$ cat config.mk
export PLATFORM = sky130hd
export DESIGN_NAME = multilevel_feedback_scheduler_top_flat
export DESIGN_NICKNAME = d
export VERILOG_FILES = /design/src/hdl/mlfq_pkg.sv /design/src/hdl/mlfq_in_if.sv /design/src/hdl/mlfq_out_if.sv /design/src/hdl/mlfq_ram.sv /design/src/hdl/mlfq_ctrl.sv /design/src/hdl/mlfq_dp.sv /design/src/hdl/multilevel_feedback_scheduler_top.sv /design/src/flat_wrapper.sv
export VERILOG_INCLUDE_DIRS = /design/src /design/src/hdl
export SDC_FILE = /design/constraint.sdc
export NUM_CORES = 2
export LEC_CHECK = 0
export BUFFER_PORTS_ARGS = -buffer_cell sky130_fd_sc_hd__buf_2
export CORE_MARGIN = 4
export CORE_UTILIZATION = 30
export DETAILED_ROUTE_END_ITERATION = 12
export SLEW_MARGIN = 0
export SYNTH_ARGS = -nofsm -noshare
export SYNTH_HDL_FRONTEND = slang
export SYNTH_HIERARCHICAL = 1
export SYNTH_SLANG_ARGS = --single-unit
$ cat constraint.sdc
create_clock -name clk -period 16 [get_ports clk]
set_clock_uncertainty 0.1 [all_clocks]
set_input_delay 1.6 -clock clk [delete_from_list [all_inputs] [get_ports clk]]
set_output_delay 1.6 -clock clk [all_outputs]
set_load 0.02 [all_outputs]
$ cat src/hdl/assert_macros.svh
// ----------------------------------------------------------------------------
// Assertion macros
// Clocked assertion helpers used by the scheduler datapath; empty in synthesis.
// ----------------------------------------------------------------------------
`ifndef ASSERT_MACROS_SVH
`define ASSERT_MACROS_SVH
`ifndef SYNTHESIS
`define ASSERT_CLK(lbl, prop, msg) \
    lbl: assert property (@(posedge clk) disable iff (!rst_n) prop) else $error(msg);
`define ASSERT_NEVER(lbl, expr, msg) \
    lbl: assert property (@(posedge clk) disable iff (!rst_n) !(expr)) else $error(msg);
`else
`define ASSERT_CLK(lbl, prop, msg)
`define ASSERT_NEVER(lbl, expr, msg)
`endif
`endif

$ cat src/hdl/mlfq_pkg.sv
`timescale 1ns / 1ps
// ----------------------------------------------------------------------------
// Scheduler package
// Field widths, parameter defaults and controller/datapath signal groups.
// ----------------------------------------------------------------------------
package mlfq_pkg;
    localparam int JOBS_DEF      = 16;
    localparam int LEVELS_DEF    = 8;
    localparam int TIME_BITS_DEF = 16;

    localparam int ID_W    = 4;
    localparam int SVC_W   = 16;
    localparam int RLV_W   = 3;
    localparam int OTIME_W = 16;

    typedef struct packed {
        logic capture;
        logic do_arrive;
        logic do_pre;
        logic do_pop;
        logic do_load;
        logic do_run;
    } cmd_t;

    typedef struct packed {
        logic pop;
        logic out_full;
    } st_t;
endpackage

$ cat src/hdl/mlfq_in_if.sv
`timescale 1ns / 1ps
// ----------------------------------------------------------------------------
// Scheduler input channel
// Valid/ready channel that carries arrive and tick items.
// ----------------------------------------------------------------------------
interface mlfq_in_if;
    logic                         valid;
    logic                         ready;
    logic                         action;
    logic [mlfq_pkg::ID_W-1:0]    job_id;
    logic [mlfq_pkg::SVC_W-1:0]   service_time;

    modport source (output valid, action, job_id, service_time, input ready);
    modport sink   (input valid, action, job_id, service_time, output ready);
endinterface

$ cat src/hdl/mlfq_out_if.sv
`timescale 1ns / 1ps
// ----------------------------------------------------------------------------
// Scheduler result channel
// Valid/ready channel that carries one result per tick.
// ----------------------------------------------------------------------------
interface mlfq_out_if;
    logic                          valid;
    logic                          ready;
    logic                          busy_res;
    logic [mlfq_pkg::ID_W-1:0]     running_id;
    logic [mlfq_pkg::RLV_W-1:0]    run_level;
    logic                          finished;
    logic [mlfq_pkg::OTIME_W-1:0]  finish_time;
    logic [mlfq_pkg::OTIME_W-1:0]  turnaround;

    modport source (output valid, busy_res, running_id, run_level, finished,
                    finish_time, turnaround, input ready);
    modport sink   (input valid, busy_res, running_id, run_level, finished,
                    finish_time, turnaround, output ready);
endinterface

$ cat src/hdl/mlfq_ram.sv
`timescale 1ns / 1ps
// ----------------------------------------------------------------------------
// Generic RAM
// One write port, one read port with registered read data.
// ----------------------------------------------------------------------------
module mlfq_ram #(
    parameter int WIDTH = 8,
    parameter int DEPTH = 16
) (
    input  logic                     clk,
    input  logic                     we,
    input  logic [$clog2(DEPTH)-1:0] waddr,
    input  logic [WIDTH-1:0]         wdata,
    input  logic [$clog2(DEPTH)-1:0] raddr,
    output logic [WIDTH-1:0]         rdata
);
    logic [WIDTH-1:0] mem [DEPTH];

    always_ff @(posedge clk)
    begin
        if (we)
        begin
            mem[waddr] <= wdata;
        end
        rdata <= mem[raddr];
    end
endmodule

$ cat src/hdl/mlfq_ctrl.sv
`timescale 1ns / 1ps
// ----------------------------------------------------------------------------
// Scheduler controller
// Sequences arrive and tick items through the datapath.
// ----------------------------------------------------------------------------
module mlfq_ctrl (
    input  logic            clk,
    input  logic            rst_n,
    input  logic            in_valid,
    input  logic            in_action,
    input  mlfq_pkg::st_t   st,
    output logic            in_ready,
    output mlfq_pkg::cmd_t  cmd
);
    import mlfq_pkg::*;

    localparam logic [2:0] S_IDLE = 3'd0;
    localparam logic [2:0] S_ARR  = 3'd1;
    localparam logic [2:0] S_PRE  = 3'd2;
    localparam logic [2:0] S_POP  = 3'd3;
    localparam logic [2:0] S_LOAD = 3'd4;
    localparam logic [2:0] S_RUN  = 3'd5;

    logic [2:0] state_reg, state_next;

    assign in_ready = (state_reg == S_IDLE);

    always_comb
    begin
        state_next = state_reg;
        cmd        = '0;
        unique case (state_reg)
            S_IDLE:
            begin
                if (in_valid)
                begin
                    cmd.capture = 1'b1;
                    state_next  = in_action ? S_PRE : S_ARR;
                end
            end
            S_ARR:
            begin
                cmd.do_arrive = 1'b1;
                state_next    = S_IDLE;
            end
            S_PRE:
            begin
                cmd.do_pre = 1'b1;
                state_next = st.pop ? S_POP : S_RUN;
            end
            S_POP:
            begin
                cmd.do_pop = 1'b1;
                state_next = S_LOAD;
            end
            S_LOAD:
            begin
                cmd.do_load = 1'b1;
                state_next  = S_RUN;
            end
            S_RUN:
            begin
                if (!st.out_full)
                begin
                    cmd.do_run = 1'b1;
                    state_next = S_IDLE;
                end
            end
            default:
            begin
                state_next = S_IDLE;
            end
        endcase
    end

    always_ff @(posedge clk or negedge rst_n)
    begin
        if (!rst_n)
        begin
            state_reg <= S_IDLE;
        end
        else
        begin
            state_reg <= state_next;
        end
    end
endmodule

$ cat src/hdl/mlfq_dp.sv
`timescale 1ns / 1ps
`include "assert_macros.svh"
// ----------------------------------------------------------------------------
// Scheduler datapath
// Level FIFOs, job table, running job cache, tick counter and result register.
// ----------------------------------------------------------------------------
module mlfq_dp #(
    parameter int JOBS      = mlfq_pkg::JOBS_DEF,
    parameter int LEVELS    = mlfq_pkg::LEVELS_DEF,
    parameter int TIME_BITS = mlfq_pkg::TIME_BITS_DEF
) (
    input  logic                          clk,
    input  logic                          rst_n,
    input  mlfq_pkg::cmd_t                cmd,
    output mlfq_pkg::st_t                 st,
    input  logic                          in_action,
    input  logic [mlfq_pkg::ID_W-1:0]     in_job_id,
    input  logic [mlfq_pkg::SVC_W-1:0]    in_service_time,
    input  logic                          out_ready,
    output logic                          out_valid,
    output logic                          busy_res,
    output logic [mlfq_pkg::ID_W-1:0]     running_id,
    output logic [mlfq_pkg::RLV_W-1:0]    run_level,
    output logic                          finished,
    output logic [mlfq_pkg::OTIME_W-1:0]  finish_time,
    output logic [mlfq_pkg::OTIME_W-1:0]  turnaround
);
    import mlfq_pkg::*;

    localparam int JOB_W  = $clog2(JOBS);
    localparam int LV_W   = $clog2(LEVELS);
    localparam int FILL_W = $clog2(JOBS + 1);
    localparam int SL_W   = LEVELS + 1;
    localparam int TAB_W  = SVC_W + TIME_BITS + LV_W;
    localparam int QA_W   = LV_W + JOB_W;

    function automatic logic [JOB_W-1:0] nxt(input logic [JOB_W-1:0] p);
        return (p == JOB_W'(JOBS - 1)) ? '0 : p + 1'b1;
    endfunction

    // Captured input item.
    logic                 act_reg;
    logic [ID_W-1:0]      id_reg;
    logic [SVC_W-1:0]     svc_reg;

    logic [JOB_W-1:0]     head_reg [LEVELS];
    logic [JOB_W-1:0]     tail_reg [LEVELS];
    logic [FILL_W-1:0]    fill_reg [LEVELS];

    // Running job and its cached table entry.
    logic                 busy_reg;
    logic [JOB_W-1:0]     cur_job_reg;
    logic [SVC_W-1:0]     cur_left_reg;
    logic [TIME_BITS-1:0] cur_stamp_reg;
    logic [LV_W-1:0]      cur_lv_reg;
    logic [LEVELS-1:0]    slice_reg;
    logic [TIME_BITS-1:0] tick_reg;
    logic                 out_valid_reg;

    logic [LEVELS-1:0]    nonempty;
    logic                 any_ne, higher_ne, preempt, pop_go;
    logic [LV_W-1:0]      pop_lv;
    logic                 id_ok;
    logic [JOB_W-1:0]     id_job;
    logic                 svc_done, expire;
    logic [SL_W-1:0]      slice_inc, quantum;
    logic [LV_W-1:0]      new_lv;
    logic [TIME_BITS-1:0] fin, tat;

    logic                 push_en, push_ok;
    logic [LV_W-1:0]      push_lv;
    logic [JOB_W-1:0]     push_job;

    logic                 t_we;
    logic [JOB_W-1:0]     t_waddr;
    logic [TAB_W-1:0]     t_wdata, t_rdata;
    logic [JOB_W-1:0]     q_rdata;

    assign id_ok  = int'(id_reg) < JOBS;
    assign id_job = JOB_W'(id_reg);

    always_comb
    begin
        any_ne    = 1'b0;
        higher_ne = 1'b0;
        pop_lv    = '0;
        for (int l = LEVELS - 1; l >= 0; l--)
        begin
            nonempty[l] = (fill_reg[l] != '0);
            if (nonempty[l])
            begin
                pop_lv = LV_W'(l);
                any_ne = 1'b1;
                if (LV_W'(l) < cur_lv_reg)
                begin
                    higher_ne = 1'b1;
                end
            end
        end
    end

    assign preempt = busy_reg && higher_ne;
    assign st.pop  = (!busy_reg || preempt) && any_ne;
    assign st.out_full = out_valid_reg && !out_ready;
    assign pop_go  = cmd.do_pre && st.pop;

    assign svc_done  = (cur_left_reg <= SVC_W'(1));
    assign slice_inc = {1'b0, slice_reg} + 1'b1;
    assign quantum   = SL_W'(1) << cur_lv_reg;
    assign expire    = (slice_inc >= quantum);
    assign new_lv    = (cur_lv_reg == LV_W'(LEVELS - 1)) ? cur_lv_reg : cur_lv_reg + 1'b1;
    assign fin       = tick_reg + 1'b1;
    assign tat       = fin - cur_stamp_reg;

    always_comb
    begin
        push_en  = 1'b0;
        push_lv  = '0;
        push_job = cur_job_reg;
        t_we     = 1'b0;
        t_waddr  = cur_job_reg;
        t_wdata  = {cur_left_reg, cur_stamp_reg, cur_lv_reg};
        if (cmd.do_arrive && id_ok)
        begin
            push_en  = 1'b1;
            push_job = id_job;
            t_we     = 1'b1;
            t_waddr  = id_job;
            t_wdata  = {svc_reg, tick_reg, LV_W'(0)};
        end
        else if (cmd.do_pre && preempt)
        begin
            push_en = 1'b1;
            push_lv = cur_lv_reg;
            t_we    = 1'b1;
        end
        else if (cmd.do_run && busy_reg)
        begin
            if (svc_done)
            begin
                t_we    = 1'b1;
                t_wdata = {SVC_W'(0), cur_stamp_reg, cur_lv_reg};
            end
            else if (expire)
            begin
                push_en = 1'b1;
                push_lv = new_lv;
                t_we    = 1'b1;
                t_wdata = {cur_left_reg - 1'b1, cur_stamp_reg, new_lv};
            end
        end
    end

    // A push into a full level is dropped.
    assign push_ok = push_en && (fill_reg[push_lv] < FILL_W'(JOBS));

    mlfq_ram #(.WIDTH(JOB_W), .DEPTH(LEVELS << JOB_W)) u_qram (
        .clk   (clk),
        .we    (push_ok),
        .waddr (QA_W'({push_lv, tail_reg[push_lv]})),
        .wdata (push_job),
        .raddr (QA_W'({pop_lv, head_reg[pop_lv]})),
        .rdata (q_rdata)
    );

    mlfq_ram #(.WIDTH(TAB_W), .DEPTH(JOBS)) u_tab (
        .clk   (clk),
        .we    (t_we),
        .waddr (t_waddr),
        .wdata (t_wdata),
        .raddr (q_rdata),
        .rdata (t_rdata)
    );

    always_ff @(posedge clk or negedge rst_n)
    begin
        if (!rst_n)
        begin
            for (int l = 0; l < LEVELS; l++)
            begin
                head_reg[l] <= '0;
                tail_reg[l] <= '0;
                fill_reg[l] <= '0;
            end
            busy_reg      <= 1'b0;
            cur_job_reg   <= '0;
            slice_reg     <= '0;
            tick_reg      <= '0;
            out_valid_reg <= 1'b0;
        end
        else
        begin
            for (int l = 0; l < LEVELS; l++)
            begin
                if (pop_go && pop_lv == LV_W'(l))
                begin
                    head_reg[l] <= nxt(head_reg[l]);
                end
                if (push_ok && push_lv == LV_W'(l))
                begin
                    tail_reg[l] <= nxt(tail_reg[l]);
                end
                fill_reg[l] <= fill_reg[l]
                             + FILL_W'(push_ok && push_lv == LV_W'(l))
                             - FILL_W'(pop_go && pop_lv == LV_W'(l));
            end
            if (cmd.do_pre && preempt)
            begin
                busy_reg <= 1'b0;
            end
            if (cmd.do_pop)
            begin
                cur_job_reg <= q_rdata;
            end
            if (cmd.do_load)
            begin
                busy_reg  <= 1'b1;
                slice_reg <= '0;
            end
            if (cmd.do_run)
            begin
                tick_reg <= tick_reg + 1'b1;
                if (busy_reg)
                begin
                    slice_reg <= slice_inc[LEVELS-1:0];
                    if (svc_done || expire)
                    begin
                        busy_reg <= 1'b0;
                    end
                end
            end
            if (cmd.do_run)
            begin
                out_valid_reg <= 1'b1;
            end
            else if (out_ready)
            begin
                out_valid_reg <= 1'b0;
            end
        end
    end

    always_ff @(posedge clk)
    begin
        if (cmd.capture)
        begin
            act_reg <= in_action;
            id_reg  <= in_job_id;
            svc_reg <= in_service_time;
        end
        if (cmd.do_load)
        begin
            {cur_left_reg, cur_stamp_reg, cur_lv_reg} <= t_rdata;
        end
        // A new arrive of the running id rewrites the running job's entry too.
        if (cmd.do_arrive && id_ok && busy_reg && id_job == cur_job_reg)
        begin
            cur_left_reg  <= svc_reg;
            cur_stamp_reg <= tick_reg;
            cur_lv_reg    <= '0;
        end
        if (cmd.do_run && busy_reg && !svc_done)
        begin
            cur_left_reg <= cur_left_reg - 1'b1;
        end
        if (cmd.do_run)
        begin
            busy_res    <= busy_reg;
            running_id  <= busy_reg ? ID_W'(cur_job_reg) : '0;
            run_level   <= busy_reg ? RLV_W'(cur_lv_reg) : '0;
            finished    <= busy_reg && svc_done;
            finish_time <= (busy_reg && svc_done) ? OTIME_W'(fin) : '0;
            turnaround  <= (busy_reg && svc_done) ? OTIME_W'(tat) : '0;
        end
    end

    assign out_valid = out_valid_reg;

    `ASSERT_CLK(a_load_busy, cmd.do_load |=> busy_reg, "dispatch did not start the job")
    `ASSERT_CLK(a_done_idle, (cmd.do_run && busy_reg && svc_done) |=> !busy_reg, "cpu kept")
    `ASSERT_CLK(a_tick_step, cmd.do_run |=> (tick_reg == TIME_BITS'($past(tick_reg) + 1'b1)), "tick")
    `ASSERT_CLK(a_out_src, $rose(out_valid_reg) |-> $past(cmd.do_run), "result appeared without a run")
    `ASSERT_NEVER(a_arr_tick, cmd.do_arrive && act_reg, "arrive step on a tick item")
endmodule

$ cat src/hdl/multilevel_feedback_scheduler_top.sv
`timescale 1ns / 1ps
// Steps: an arrive is captured, then pushed; a tick is captured, checked for preemption,
// then queue RAM, then job table read on dispatch; run waits for the result register.
// Throughput: one item at a time; the next item is taken when the controller is idle.
// Reset: rst_n clears all level FIFO pointers, the cpu state and the tick counter at once;
// the job table and queue memories are not cleared.
// ----------------------------------------------------------------------------
// Multilevel feedback scheduler top level
// Controller and datapath joined to the input and result channels.
// ----------------------------------------------------------------------------
module multilevel_feedback_scheduler_top #(
    parameter int JOBS      = mlfq_pkg::JOBS_DEF,
    parameter int LEVELS    = mlfq_pkg::LEVELS_DEF,
    parameter int TIME_BITS = mlfq_pkg::TIME_BITS_DEF
) (
    input  logic        clk,
    input  logic        rst_n,
    mlfq_in_if.sink     in_ch,
    mlfq_out_if.source  out_ch
);
    import mlfq_pkg::*;

    cmd_t cmd;
    st_t  st;

    mlfq_ctrl u_ctrl (
        .clk       (clk),
        .rst_n     (rst_n),
        .in_valid  (in_ch.valid),
        .in_action (in_ch.action),
        .st        (st),
        .in_ready  (in_ch.ready),
        .cmd       (cmd)
    );

    mlfq_dp #(.JOBS(JOBS), .LEVELS(LEVELS), .TIME_BITS(TIME_BITS)) u_dp (
        .clk             (clk),
        .rst_n           (rst_n),
        .cmd             (cmd),
        .st              (st),
        .in_action       (in_ch.action),
        .in_job_id       (in_ch.job_id),
        .in_service_time (in_ch.service_time),
        .out_ready       (out_ch.ready),
        .out_valid       (out_ch.valid),
        .busy_res        (out_ch.busy_res),
        .running_id      (out_ch.running_id),
        .run_level       (out_ch.run_level),
        .finished        (out_ch.finished),
        .finish_time     (out_ch.finish_time),
        .turnaround      (out_ch.turnaround)
    );
endmodule

$ cat src/flat_wrapper.sv
// flat-port wrapper written by rule: the top's interface ports become plain ports
module multilevel_feedback_scheduler_top_flat import mlfq_pkg::*;
#(
    parameter int JOBS      = mlfq_pkg::JOBS_DEF,
    parameter int LEVELS    = mlfq_pkg::LEVELS_DEF,
    parameter int TIME_BITS = mlfq_pkg::TIME_BITS_DEF
)
  (clk, rst_n, in_ch_valid, in_ch_action, in_ch_job_id, in_ch_service_time, in_ch_ready, out_ch_valid, out_ch_busy_res, out_ch_running_id, out_ch_run_level, out_ch_finished, out_ch_finish_time, out_ch_turnaround, out_ch_ready);
  mlfq_in_if in_ch_i ();
  mlfq_out_if out_ch_i ();
  input  logic clk;
  input  logic rst_n;
  input wire logic [$bits(in_ch_i.valid)-1:0] in_ch_valid;
  input wire logic [$bits(in_ch_i.action)-1:0] in_ch_action;
  input wire logic [$bits(in_ch_i.job_id)-1:0] in_ch_job_id;
  input wire logic [$bits(in_ch_i.service_time)-1:0] in_ch_service_time;
  output wire logic [$bits(in_ch_i.ready)-1:0] in_ch_ready;
  output wire logic [$bits(out_ch_i.valid)-1:0] out_ch_valid;
  output wire logic [$bits(out_ch_i.busy_res)-1:0] out_ch_busy_res;
  output wire logic [$bits(out_ch_i.running_id)-1:0] out_ch_running_id;
  output wire logic [$bits(out_ch_i.run_level)-1:0] out_ch_run_level;
  output wire logic [$bits(out_ch_i.finished)-1:0] out_ch_finished;
  output wire logic [$bits(out_ch_i.finish_time)-1:0] out_ch_finish_time;
  output wire logic [$bits(out_ch_i.turnaround)-1:0] out_ch_turnaround;
  input wire logic [$bits(out_ch_i.ready)-1:0] out_ch_ready;
  assign in_ch_i.valid = in_ch_valid;
  assign in_ch_i.action = in_ch_action;
  assign in_ch_i.job_id = in_ch_job_id;
  assign in_ch_i.service_time = in_ch_service_time;
  assign in_ch_ready = in_ch_i.ready;
  assign out_ch_valid = out_ch_i.valid;
  assign out_ch_busy_res = out_ch_i.busy_res;
  assign out_ch_running_id = out_ch_i.running_id;
  assign out_ch_run_level = out_ch_i.run_level;
  assign out_ch_finished = out_ch_i.finished;
  assign out_ch_finish_time = out_ch_i.finish_time;
  assign out_ch_turnaround = out_ch_i.turnaround;
  assign out_ch_i.ready = out_ch_ready;
  multilevel_feedback_scheduler_top #(.JOBS(JOBS), .LEVELS(LEVELS), .TIME_BITS(TIME_BITS)) u_core (.clk(clk), .rst_n(rst_n), .in_ch(in_ch_i), .out_ch(out_ch_i));
endmodule
==> out/qor.yml <==
setup_path:
  crit_fanout: 50
  setup.worst_path.start_class: "flip-flop"
  worst-setup-path-type: "flip-flop to flip-flop"
  slowest_stage: "buf_4"
  r2r-start: "u_core/u_dp/fill_reg[8]$_DFF_PN0_"
  cpPeakStageDelay_ns: 0.82
  worst_path_most_repeated_cell: "mux4_2"
  crit_start: "u_core/u_dp/fill_reg[8]$_DFF_PN0_"
  required_ns: 16.55
  cp.arrival_ns: 7.67
  cp-end-kind: "flip-flop"
  path_cells: "inv_1, ha_1, nor4b_1, a21oi_1, o31ai_1, inv_1, nor2_1, nand2_1, nand3_1, o22ai_1, a21oi_4, buf_4, buf_4, mux4_2, mux4_2, mux4_2, mux2_2"
timing:
  rsz0062_at_grt: "false"
  maxSlewViolCount: 0
  fin_crit_sh_pct: 44.5
  tns_ns: 0
  finalSetupViolations: 0
  finalHoldViolCount: 0
  max_slew.worst_pin.slew_ns: 1.19
  fin_crit_ns: 7.12
  whs_ns: 0.385
  relSlewSlack_pct: 20.7
  timing.fmax_mhz: 141
synth:
  ys.flop_type: "edfxtp_1"
  syn_area_um2: 56300
  async_flop_share_pct: 10.2
  yosysMostFrequentCell: "edfxtp_1"
  synth_cells: 3234
  synth_area_per_cell_um2: 17.4
  syn_nets: 3363
  synth_edf_count: 1165
  synthTopCellsByCount: "edfxtp_1, mux4_2, nand2_1"
  synth_top_area_cell: "edfxtp_1"
  synth_area_leaders: "edfxtp_1, mux4_2, dfrtp_1"
  synth-seq-cells: 1344
  yosys_warnings: 6
  ys_seq_area_share_pct: 69.7
  ys_types: 89
  synth_top_area_share_pct: 62.2
cts:
  htreeDepth: 4
  post_cts_buffers: 0
  root_buffer: "clkbuf_16"
  cts_tree: "done"
  path_clk_slew_ns: 0.06
  worst_skew_pair.late_latency_ns: 0.79
  cts_buffers: 145
  cts_buffer_depth: 3
  cts_sinks: 1344
  cts_hold_buf: 0
  cts_resized: 0
status:
  violations: "antenna violations"
  status: "finished with violations"
layout:
  final_nets: 3515
  drive_gt1_share_pct: 20.5
  area_growth_syn_to_layout_pct: 14.8
  largest_register_ffs: 560
die:
  die_h_um: 441
  core_um2: 186000
  rows: 158
  die-area_um2: 195000
  ios: 68
  start_util_pct: 30.3
  fp.dieW_um: 441
drt:
  drt-pass1-iter-count: 5
  vias_per_cell: 4.92
  via_count: 29470
  routed_wl_mm: 133
  ant_nets: 1
  wl_per_cell_um: 22.1
  drc: 0
  initialDrtViolationCount: 2509
flow_run:
  maxCapViolations: 0
power:
  p_leak_uw: 0.0217
  irDropWorstVdd_v: 0.000134
  power_density_nw_per_um2: 182
place:
  numPortBuffers: 67
  gp_congestion: 0.794
  dp_hpwl_mm: 77.4
global_route:
  grt_pass1_vias: 30380
  grt_max_degree: 133
  grt_pass1_wl_mm: 200
  grt_usage_pct: 13.6
  antenna_found_initial: 2
  gr-total-overflow: 0
hold_path:
  hp-start: "u_core/u_dp/u_tab/rdata[2]$_DFF_P_"
  hp-class: "flip-flop to flip-flop"
## per-layer routing
layer | vias up | share of wire [%] | GRT usage (%)
met1 | 15439 | 43 | 18.2
met2 | 821 | 50 | 23.2
met3 | 177 | 4.9 | 2.11
li1 | 13033 | - | -
met5 | - | 0 | 0
met4 | 0 | 2.2 | 3.64
## final cells by class
type,instances,area (µm²)
diodes,5,12.5
clock buffers,184,3830
clock inverters,86,941
fillers,17335,121000
inverters,92,345
multi-input cells,1651,16100
flip-flops and latches,1344,39300
well taps,2480,3100
repair buffers,152,980
## through the flow
step	utilization (%)	setup WS [ns]	instance area, µm²	std cells	power [µW]
floorplan	-	7.96	56300	3234	7360
global placement	32.2	8.61	59800	5719	8490
detailed placement	32.2	8.49	59800	5719	8540
CTS	34.7	8.78	64600	5989	11900
global route	34.7	8.39	64600	5989	12300
finish	34.7	8.88	64600	5994	11700
## logic make-up (layout without fill, tap and decap cells)
logic type | Yosys count | in the layout | synth area share (%)
mux | 377 | 377 | 14.0
flops | 1344 | 1344 | 69.7
compound gates | 354 | 354 | 4.06
buf+inv | 239 | 514 | 2.03
xor+xnor | 111 | 111 | 1.73
fa+ha+maj | 104 | 104 | 2.43
simple gates | 705 | 705 | 5.96
other cells | 0 | 5 | 0
## path summary, 6_finish.rpt
kind | cells after the start | end | slack (ns)
max in group asynchronous | 2 | u_core/u_dp/head_reg[5]$_DFFE_PN0P_ | 13.53
worst max-delay path | 17 | u_core/u_dp/u_qram/rdata[0]$_DFF_P_ | 8.88
worst min-delay path | 2 | u_core/u_dp/cur_lv_reg[2]$_SDFFE_PP0P_ | 0.39
min in group asynchronous | 1 | u_core/u_dp/tick_reg[1]$_DFFE_PN0P_ | 0.74
worst max register to register | 17 | u_core/u_dp/u_qram/rdata[0]$_DFF_P_ | 8.88
worst min register to register | 2 | u_core/u_dp/cur_lv_reg[2]$_SDFFE_PP0P_ | 0.39
## critical path: cells and delay by family (launching register included)
family	cells	cell delay, ns
compound gates	4	1.02
fa+ha+maj	1	0.15
buf+inv	4	2.00
flops	1	0.39
mux	4	2.02
simple gates	4	1.29
## placed cells by master, fill, tap and decap left out, types with 16 or more instances in the layout
| cell | count |
|---|---|
| nor3_1 | 25 |
| inv_1 | 89 |
| mux4_1 | 57 |
| xor2_1 | 39 |
| and2_1 | 32 |
| clkbuf_1 | 33 |
| nand3_1 | 39 |
| nor2_1 | 214 |
| ha_1 | 95 |
| a22oi_1 | 79 |
| mux4_2 | 251 |
| nand2_1 | 233 |
| o21ai_0 | 101 |
| dfrtp_1 | 137 |
| a21oi_1 | 68 |
| nor2b_1 | 22 |
| clkinv_1 | 26 |
| xnor2_1 | 72 |
| a21o_1 | 17 |
| edfxtp_1 | 1165 |
| mux2_2 | 33 |
| buf_4 | 85 |
| mux2i_1 | 24 |
| dfxtp_1 | 40 |
| a31oi_1 | 17 |
| nand4_1 | 25 |
| clkinv_2 | 23 |
| clkbuf_16 | 145 |
| nand2b_1 | 16 |
| buf_2 | 66 |
## power breakdown
part | switching, µW | internal [µW]
Combinational | 2110 | 1350
Sequential | 249 | 4700
Clock | 1400 | 1930
Total | 3770 | 7980
(Power assumes the default switching activity.)
